--- src/rtl/core/lsegs_pkg.sv ---
// Shared types, constants and helpers for the label segment stabilizer.
package lsegs_pkg;

  // Default payload widths
  localparam int LABEL_BITS_DEF = 6;
  localparam int CONF_BITS_DEF  = 16;
  localparam int TIME_BITS_DEF  = 32;

  // Configuration register widths
  localparam int CFG_CONF_W = 16;
  localparam int CFG_TIME_W = 32;
  localparam int MASK_W     = 64;
  localparam int MASK_IDX_W = $clog2(MASK_W);

  // Widest label id the mask lookup takes
  localparam int LBL_EXT_W = 8;

  // APB geometry: 64-bit registers at 8-byte strides
  localparam int APB_DATA_W  = 64;
  localparam int APB_ADDR_W  = 6;
  localparam int REG_IDX_LSB = 3;
  localparam int REG_IDX_W   = APB_ADDR_W - REG_IDX_LSB;

  typedef enum logic [REG_IDX_W-1:0] {
    REG_MIN_CONF      = 3'd0,
    REG_HYST_DELTA    = 3'd1,
    REG_STABLE_TIME   = 3'd2,
    REG_SILENCE_TIME  = 3'd3,
    REG_MIN_SEG_TIME  = 3'd4,
    REG_VOWEL_MASK    = 3'd5,
    REG_UNVOICED_MASK = 3'd6
  } reg_idx_e;

  typedef struct packed {
    logic [CFG_CONF_W-1:0] min_conf;
    logic [CFG_CONF_W-1:0] hyst_delta;
    logic [CFG_TIME_W-1:0] stable_time;
    logic [CFG_TIME_W-1:0] silence_time;
    logic [CFG_TIME_W-1:0] min_seg_time;
    logic [MASK_W-1:0]     vowel_mask;
    logic [MASK_W-1:0]     unvoiced_mask;
  } cfg_t;

  // Look up a label bit; ids past the mask read as zero
  function automatic logic mask_bit(input logic [MASK_W-1:0] mask,
                                    input logic [LBL_EXT_W-1:0] label);
    logic hit;
    if (label[LBL_EXT_W-1:MASK_IDX_W] != '0) begin
      hit = 1'b0;
    end else begin
      hit = mask[label[MASK_IDX_W-1:0]];
    end
    return hit;
  endfunction

endpackage

--- src/rtl/core/lsegs_cfg.sv ---
// APB register file holding the stabilizer thresholds and label masks.
module lsegs_cfg (
  input  logic                              clk_i,
  input  logic                              rst_ni,
  input  logic                              psel,
  input  logic                              penable,
  input  logic                              pwrite,
  input  logic [lsegs_pkg::APB_ADDR_W-1:0]  paddr,
  input  logic [lsegs_pkg::APB_DATA_W-1:0]  pwdata,
  output logic [lsegs_pkg::APB_DATA_W-1:0]  prdata,
  output logic                              pready,
  output lsegs_pkg::cfg_t                   cfg_o
);
  import lsegs_pkg::*;

  cfg_t     cfg_q;
  reg_idx_e idx;
  logic     wr_en;

  assign idx    = reg_idx_e'(paddr[APB_ADDR_W-1:REG_IDX_LSB]);
  assign wr_en  = psel && penable && pwrite;
  assign pready = 1'b1;
  assign cfg_o  = cfg_q;

  // Write on the access phase
  always_ff @(posedge clk_i or negedge rst_ni) begin
    if (!rst_ni) begin
      cfg_q <= '0;
    end else if (wr_en) begin
      case (idx)
        REG_MIN_CONF:      cfg_q.min_conf      <= pwdata[CFG_CONF_W-1:0];
        REG_HYST_DELTA:    cfg_q.hyst_delta    <= pwdata[CFG_CONF_W-1:0];
        REG_STABLE_TIME:   cfg_q.stable_time   <= pwdata[CFG_TIME_W-1:0];
        REG_SILENCE_TIME:  cfg_q.silence_time  <= pwdata[CFG_TIME_W-1:0];
        REG_MIN_SEG_TIME:  cfg_q.min_seg_time  <= pwdata[CFG_TIME_W-1:0];
        REG_VOWEL_MASK:    cfg_q.vowel_mask    <= pwdata[MASK_W-1:0];
        REG_UNVOICED_MASK: cfg_q.unvoiced_mask <= pwdata[MASK_W-1:0];
        default: ;
      endcase
    end
  end

  // Read back
  always_comb begin
    case (idx)
      REG_MIN_CONF:      prdata = APB_DATA_W'(cfg_q.min_conf);
      REG_HYST_DELTA:    prdata = APB_DATA_W'(cfg_q.hyst_delta);
      REG_STABLE_TIME:   prdata = APB_DATA_W'(cfg_q.stable_time);
      REG_SILENCE_TIME:  prdata = APB_DATA_W'(cfg_q.silence_time);
      REG_MIN_SEG_TIME:  prdata = APB_DATA_W'(cfg_q.min_seg_time);
      REG_VOWEL_MASK:    prdata = APB_DATA_W'(cfg_q.vowel_mask);
      REG_UNVOICED_MASK: prdata = APB_DATA_W'(cfg_q.unvoiced_mask);
      default:           prdata = '0;
    endcase
  end

endmodule

--- config.mk ---
export PLATFORM = sky130hd
export DESIGN_NAME = lsegs_cfg
export DESIGN_NICKNAME = d
export VERILOG_FILES = /design/src/rtl/core/lsegs_pkg.sv /design/src/rtl/core/lsegs_cfg.sv
export SDC_FILE = /design/constraint.sdc
export NUM_CORES = 1
export LEC_CHECK = 0
export BUFFER_PORTS_ARGS = -buffer_cell sky130_fd_sc_hd__buf_2
export CORE_MARGIN = 10
export CORE_UTILIZATION = 46
export CTS_CLUSTER_SIZE = 8
export DETAILED_ROUTE_END_ITERATION = 8
export PLACE_DENSITY = 0.78
export SYNTH_ARGS = -nofsm -noshare
export SYNTH_HDL_FRONTEND = slang
export SYNTH_SLANG_ARGS = --single-unit
--- constraint.sdc ---
create_clock -name clk_i -period 1.3 [get_ports clk_i]
set_input_delay 0.13 -clock clk_i [delete_from_list [all_inputs] [get_ports clk_i]]
set_output_delay 0.13 -clock clk_i [all_outputs]
set_load 0.1 [all_outputs]
==> results of run 1 <==
==> metrics by stage <==
| stage | setup slack [ns] | area (um2) |
|---|---|---|
| after floorplan | -1.199 | 12590 |
| after global placement | -0.4164 | 19150 |
| after detailed placement | -0.4423 | 19150 |
| after CTS | -0.6949 | 22980 |
==> kinds of logic after synthesis <==
family	count (synthesis)	synth area share
multiplexers	299	0.2904
AO/OA/AOI/OAI	116	0.08684
flip-flops	256	0.5614
AND/OR/NAND/NOR	70	0.03542
other	1	0.0003286
buffers and inverters	63	0.02566
==> per-layer routing <==
| layer | global-route usage | GRT overflow |
|---|---|---|
| met5 | 0.3264 | 2 |
| met4 | 0.9173 | 240 |
| met3 | 0.7731 | 4 |
| met2 | 0.9673 | 367 |
| met1 | 0.7920 | 3 |
==> timing repair <==
item                                    4_1_cts
resized for setup                           483
hold buffers                                 65
pin swaps                                    34
cloned                                        8
setup buffers                                57
hold endpoints to repair                    509
endpoints found under the setup margin      315
==> flow_summary.json, run 1 <==
{
  "h-tree-depth": 2,
  "stop_error": "[ERROR GRT-0232] Routing congestion too high. Check the congestion heatmap in the GUI.",
  "track_usage": 0.8417,
  "yosysTopAreaCell": "dfrtp_1",
  "yosysTopAreaCellShare": 0.5614,
  "yosys-top-cells-count": "256 x dfrtp_1, 231 x mux2_2, 48 x a22o_1",
  "die_y_um": 177.5,
  "hpwlAfterDp_um": 33860,
  "clock-root-buffer": "clkbuf_16",
  "worst_endpoint": "prdata[9]",
  "ioPinCount": 396,
  "synth_edf_count": 0,
  "syn-instance-count": 805,
  "stop_stage": "global routing (5_1_grt)",
  "synth_nets": 880,
  "worst-ep-kind": "output port",
  "row_count": 57,
  "syn_area_per_cell_um2": 14.18,
  "globalRouteOverflowTotal": 616,
  "cts_inserted_buffers": 37,
  "status": "stopped before the end",
  "yosysSeqAreaShare": 0.5614,
  "synth_most_common_cell": "dfrtp_1",
  "synth_seq_cells": 256,
  "clock-sinks": 256,
  "portBuffers": 391,
  "gp_congestion": 0.8820,
  "clk_path_buf_depth": 3,
  "yosys-top-cells-area": "dfrtp_1 56%, mux2_2 23%, mux2i_1 3.8%, a22o_1 3.7%, mux2_1 2.5%",
  "dp_cells": 1659,
  "grt_max_degree": 61,
  "antenna_found_initial": 15,
  "yosys_warnings": 0,
  "async_flop_share": 1.000,
  "netlist_area_um2": 11410,
  "synth.distinct_cells": 36,
  "start_util": 0.4678,
  "synth_ff_type": "dfrtp_1",
  "fp.dieW_um": 177.5
}
==> run 2: changes to the inputs <==
--- a/config.mk
+++ b/config.mk
@@ -7,10 +7,9 @@
 export LEC_CHECK = 0
 export BUFFER_PORTS_ARGS = -buffer_cell sky130_fd_sc_hd__buf_2
 export CORE_MARGIN = 10
-export CORE_UTILIZATION = 46
-export CTS_CLUSTER_SIZE = 8
+export CORE_UTILIZATION = 40
 export DETAILED_ROUTE_END_ITERATION = 8
-export PLACE_DENSITY = 0.78
+export PLACE_DENSITY_LB_ADDON = 0.15
 export SYNTH_ARGS = -nofsm -noshare
 export SYNTH_HDL_FRONTEND = slang
 export SYNTH_SLANG_ARGS = --single-unit
==> constraint.sdc (replaced) <==
create_clock -name clk_i -period 1.7 [get_ports clk_i]
set_input_delay 0.17 -clock clk_i [delete_from_list [all_inputs] [get_ports clk_i]]
set_output_delay 0.17 -clock clk_i [all_outputs]
set_load 0.1 [all_outputs]
==> run 2 against run 1 <==
Against the previous run: the flow now finishes, with violations (negative setup slack); synthesized cell count is the same; synthesized area is the same.
==> flow_summary.json, run 2 <==
{
  "status": "finished with violations",
  "violations": "negative setup slack",
  "cts_tree": "yes",
  "holdWs_ns": 0.1300,
  "critPathKind": "reg -> out",
  "max_stage_delay_ns": 0.41,
  "p_clk_frac": 0.213,
  "path_cells": "mux2i_1 -> o21a_1 -> o211ai_1 -> buf_12",
  "internal_power_uw": 14650,
  "relSlewSlack": 0.6378,
  "clock-sinks": 256,
  "netlist_area_um2": 11410,
  "layout_commonest_cell": "buf_2",
  "row_count": 61,
  "hp-class": "in -> async",
  "p_leak_uw": 0.008539,
  "start_util": 0.4085,
  "yosys_warnings": 0,
  "wl_per_cell_um": 23.62,
  "drt-initial-drc-count": 452,
  "fin_nets": 1411,
  "peakVddDrop_mv": 1.281,
  "rsz0062_at_grt": "true",
  "core_area_um2": 27930,
  "via_count": 9125,
  "worstPathRequired_ns": 1.53,
  "combPwrFrac": 0.507,
  "clk_path_buf_depth": 3,
  "antenna_left": 0,
  "drv_cap": 0,
  "first_global_vias": 9982,
  "cp_slowest_cell": "dfrtp_4",
  "hpwlAfterDp_um": 29330,
  "globalRouteOverflowTotal": 0,
  "switching_power_uw": 15760,
  "clkSlewWorstSetupHoldPaths_ns": 0.06,
  "remaining_drc_errors": 0,
  "fill_cells": 2162,
  "fp.dieW_um": 188.9,
  "fin_util": 0.6406,
  "largest_reg_flops": 256,
  "die_y_um": 188.9,
  "synth_edf_count": 0,
  "yosysTopAreaCellShare": 0.5614,
  "power-per-cell-area_nw_per_um2": 1700,
  "drive_gt1_frac": 0.7452,
  "synth_seq_cells": 256,
  "reg2reg_setup_slack_ns": 0.67,
  "finalSetupTns_ns": -6.186,
  "worst_pin_slew_ns": 0.5471,
  "yosys-top-cells-area": "dfrtp_1 56%, mux2_2 23%, mux2i_1 3.8%, a22o_1 3.7%, mux2_1 2.5%",
  "syn_area_per_cell_um2": 14.18,
  "yosys-top-cells-count": "256 x dfrtp_1, 231 x mux2_2, 48 x a22o_1",
  "track_usage": 0.2212,
  "p_sw_frac": 0.5182,
  "cp_max_fo": 2,
  "via_per_inst": 5.253,
  "portBuffers": 391,
  "grt_max_degree": 60,
  "yosysTopAreaCell": "dfrtp_1",
  "final_cell_mix": "321 x buf_2, 231 x mux2_2, 147 x dfrtp_2, 91 x dfrtp_1, 85 x buf_12",
  "place_ws_ns": -0.1316,
  "skew_ns": 0,
  "clock-root-buffer": "clkbuf_16",
  "antenna_found_initial": 1,
  "fin_crit_sh": 1.173,
  "grt_pass1_wl_um": 62760,
  "synth_nets": 880,
  "gp_congestion": 0.8402,
  "yosysSeqAreaShare": 0.5614,
  "synth_most_common_cell": "dfrtp_1",
  "synth.distinct_cells": 36,
  "setup_viol_count_final": 32,
  "area_growth_pct": 56.82,
  "fmax_mhz": 501.7,
  "min_period_ns": 1.993,
  "arrival_ns": 1.82,
  "start_kind": "flop",
  "slew_viol_final": 0,
  "cts_inserted_buffers": 29,
  "synth_ff_type": "dfrtp_1",
  "syn-instance-count": 805,
  "finalHoldViolations": 0,
  "end_kind": "output port",
  "h-tree-depth": 1,
  "ioPinCount": 396,
  "dr.pass1.iters": 5,
  "setup_ws_ns": -0.2933,
  "worstSkewPairLatency_ns": 0.53,
  "die-area_um2": 35680,
  "wl_um": 41030,
  "seqPwrFrac": 0.280,
  "async_flop_share": 1.000
}
-- run 2: cell counts after synthesis --
Identical to the previous run, type by type.
-- run 2: area by class of cell --
class / instances / area [um2] / area share
diodes: 1 / 2.502 / 0.0001398
flip-flops and latches: 256 / 6658 / 0.3720
repair buffers: 562 / 4686 / 0.2619
clock buffers: 46 / 879.6 / 0.04915
clock inverters: 7 / 116.4 / 0.006503
well taps: 378 / 473.0 / 0.02643
multi-input cells: 486 / 5076 / 0.2837
inverters: 1 / 3.754 / 0.0002098
-- run 2: what timing repair did --
| action | 4_1_cts | 5_1_grt |
|---|---|---|
| hold buffers | 65 | 0 |
| setup buffers | 34 | 8 |
| pin swaps | 11 | 4 |
| setup endpoints to repair | 32 | 67 |
| hold endpoints to repair | 511 | 0 |
| cloned | 0 | 1 |
| resized for setup | 32 | 9 |
-- run 2: final timing paths --
check / cells past startpoint / endpoint / startpoint
setup reg to reg: 2 / cfg_o[248] / cfg_o[248]
hold / removal: 2 / cfg_o[8] / rst_ni
hold reg to reg: 1 / cfg_o[31] / cfg_o[31]
min in group clk_i: 5 / cfg_o[15] / penable
setup / recovery: 4 / prdata[14] / cfg_o[238]
max in group asynchronous: 3 / cfg_o[120] / rst_ni
-- run 2: cells by family after synthesis --
family	Yosys count	synth area share
buf+inv	63	0.02566
other cells	1	0.0003286
compound gates	116	0.08684
flops	256	0.5614
mux	299	0.2904
simple gates	70	0.03542
-- run 2: critical path, delay by kind of cell (launching register included) --
kind | cells | cell delay (ns)
flops | 1 | 0.41
buf+inv | 1 | 0.24
compound gates | 2 | 0.56
mux | 1 | 0.07
-- run 2: power by group through the flow --
stage / sequential (uW) / combinational, uW / clock [uW]
6_report: 8520 / 15400 / 6470
5_1_grt: 8690 / 15800 / 6860
4_1_cts: 8520 / 15400 / 6620
3_5_place_dp: 8670 / 14900 / 0
3_3_place_gp: 8640 / 14800 / 0
2_1_floorplan: 17200 / 3090 / 0
-- run 2: stage by stage --
step / cell area (um2) / total power, uW / std cells
2_1_floorplan: 11980 / 20280 / 805
3_5_place_dp: 15760 / 23530 / 1575
4_1_cts: 17780 / 30550 / 1727
6_report: 17890 / 30410 / 1737
3_3_place_gp: 15760 / 23430 / 1575
5_1_grt: 17890 / 31380 / 1736
-- run 2: per-layer routing --
metal  track usage  vias to the layer above  part of all wire
met4       0.06380                        0             0.025
li1              -                     4074                 -
met3       0.06101                       70             0.074
met1        0.2690                     4654              0.41
met2        0.3760                      327              0.49
met5             0                        -                 0
Power figures use the tool's default switching activity.
==> run 3: changes to the inputs <==
--- a/config.mk
+++ b/config.mk
@@ -6,6 +6,7 @@
 export NUM_CORES = 1
 export LEC_CHECK = 0
 export BUFFER_PORTS_ARGS = -buffer_cell sky130_fd_sc_hd__buf_2
+export CAP_MARGIN = 20
 export CORE_MARGIN = 10
 export CORE_UTILIZATION = 40
 export DETAILED_ROUTE_END_ITERATION = 8
==> constraint.sdc (replaced) <==
create_clock -name clk_i -period 1.7 [get_ports clk_i]
set_input_delay 0.34 -clock clk_i [delete_from_list [all_inputs] [get_ports clk_i]]
set_output_delay 0.34 -clock clk_i [all_outputs]
set_load 0.1 [all_outputs]
==> run 3 against run 2 <==
Against the previous run: final cell count is 0.52% lower; utilization rose by 4.6 points; die area unchanged; sequential power up 2%; the flow still finishes with violations (negative setup slack); cell area grew 7.1%; clock skew unchanged; combinational power is 9.7% higher; sequential share of layout area decreased by 1.9 points; worst hold slack lost 0.090 ns; register-to-register slack got worse by 0.08 ns; via count is 0.66% lower.
==> flow_summary.json, run 3 (synthesis gave the netlist of run 2 again) <==
{
  "cp-startpoint": "cfg_o[240]",
  "clk_path_buf_depth": 3,
  "drt-initial-drc-count": 398,
  "wl_um": 42510,
  "die-area_um2": 35680,
  "grt_pass1_wl_um": 64550,
  "antenna_found_initial": 5,
  "setup_ws_ns": -0.4830,
  "stdcell_area_um2": 19170,
  "arrival_ns": 1.84,
  "dp_cells": 1601,
  "antenna_left": 0,
  "fin_crit_sh": 1.284,
  "largest_reg_flops": 256,
  "reg2reg_setup_slack_ns": 0.59,
  "start_util": 0.4085,
  "status": "finished with violations",
  "via_per_inst": 5.246,
  "drv_cap": 0,
  "h-tree-depth": 1,
  "grt.met1_usage": 0.2710,
  "clkSlewWorstSetupHoldPaths_ns": 0.06,
  "cp_max_fo": 3,
  "dr.pass1.iters": 4,
  "reg2reg_depth": 3,
  "skew_ns": 0,
  "finalPower_uw": 32000,
  "timing.rr.start": "cfg_o[25]",
  "gp_congestion": 0.7996,
  "power-per-cell-area_nw_per_um2": 1669,
  "portBuffers": 391,
  "p_leak_uw": 0.008820,
  "grt_max_degree": 69,
  "start_kind": "flop",
  "fmax_mhz": 458.1,
  "rsz0062_at_grt": "true",
  "via_count": 9065,
  "fp.dieW_um": 188.9,
  "wl_per_cell_um": 24.60,
  "path_cells": "nor3b_2 -> a2111o_2 -> buf_12",
  "remaining_drc_errors": 0,
  "row_count": 61,
  "peakVddDrop_mv": 1.156,
  "top_usage_layer": "met2",
  "use_met3": 0.06542,
  "cts_inserted_buffers": 28,
  "regArea_um2": 6777,
  "fin_nets": 1398,
  "min_period_ns": 2.183,
  "fill_cells": 1964,
  "worstSkewPairLatency_ns": 0.53,
  "critPathKind": "reg -> out",
  "globalRouteOverflowTotal": 0,
  "multi_input_area_um2": 5336,
  "reg2reg_to": "cfg_o[25]",
  "area_growth_pct": 68.02,
  "end_kind": "output port",
  "endpoint": "prdata[0]",
  "ioPinCount": 396,
  "cp_slowest_cell": "a2111o_2",
  "finalHoldViolations": 0,
  "clock-root-buffer": "clkbuf_16",
  "setup_viol_count_final": 65,
  "first_global_vias": 10070,
  "violations": "negative setup slack",
  "worstPathRequired_ns": 1.36,
  "slew_viol_final": 0,
  "met2_usage": 0.3968,
  "die_y_um": 188.9,
  "hp-class": "in -> reg",
  "holdWs_ns": 0.03992,
  "fin_cells": 1728,
  "core_area_um2": 27930,
  "track_usage": 0.2305,
  "cts_tree": "yes",
  "clock-sinks": 256,
  "drive_gt1_frac": 0.8320,
  "final_cell_mix": "310 x buf_4, 231 x mux2_2, 173 x dfrtp_2, 115 x buf_12, 69 x buf_2",
  "hpwlAfterDp_um": 29750,
  "max_stage_delay_ns": 0.49,
  "layout_commonest_cell": "buf_4",
  "place_area_um2": 16240
}
==> run 3: changes by cell type in the layout (fill, tap and decap cells not counted), sizes merged <==
cell and delta:
and2 +1, buf +46, bufinv +1, clkbuf +5, clkinvlp -1, diode +4, dlygate4sd3 -64, inv -1
==> run 3: final cells by class <==
class,count,area share
clock buffers,46,0.04373
repair buffers,549,0.2916
clock inverters,6,0.007375
flip-flops and latches,256,0.3535
multi-input cells,487,0.2783
diodes,5,0.0006526
well taps,378,0.02467
inverters,1,0.0001958
==> run 3: what timing repair did <==
item,in CTS,in global routing
hold buffers,1,0
gates resized for setup,388,37
endpoints found under the hold margin,172,0
setup buffers,56,12
pin swaps,46,16
cloned,4,0
setup endpoints to repair,308,90
==> run 3: how the worst min path moves through the flow <==
stage                     startpoint  depth (start not counted)  slack, ns    endpoint
final                     pwdata[59]                          2       0.04   cfg_o[59]
after global routing      pwdata[59]                          2       0.03   cfg_o[59]
after CTS                 pwdata[59]                          2       0.01   cfg_o[59]
after detailed placement      rst_ni                          1       0.18    cfg_o[9]
after global placement        rst_ni                          1       0.18  cfg_o[169]
after floorplan               rst_ni                          0       0.04    cfg_o[0]
==> run 3: per-layer routing <==
layer  wire, um  up-vias
met2      21300      314
met3       3047       73
li1           -     4046
met4       1246        0
met1      16920     4632
met5          0        -
==> run 3: through the flow <==
step	setup WS, ns	utilization	setup TNS (ns)
2_1_floorplan	-1.024	-	-8.091
3_3_place_gp	-0.5136	0.5815	-93.12
3_5_place_dp	-0.5425	0.5815	-100.36
4_1_cts	-0.5436	0.6794	-19.96
5_1_grt	-0.5282	0.6862	-20.87
6_report	-0.4830	0.6863	-18.39
==> run 3: power breakdown <==
part	internal [uW]	leakage [uW]	switching, uW
Combinational	4470	0.00535	12400
Clock	3960	0.000476	2480
Sequential	7560	0.00299	1090
==> run 3: worst max-delay path: cells and delay by family, from the launching register on <==
family	cells	cell delay (ns)
AO/OA/AOI/OAI	1	0.49
buffers and inverters	1	0.18
flip-flops	1	0.47
AND/OR/NAND/NOR	1	0.16
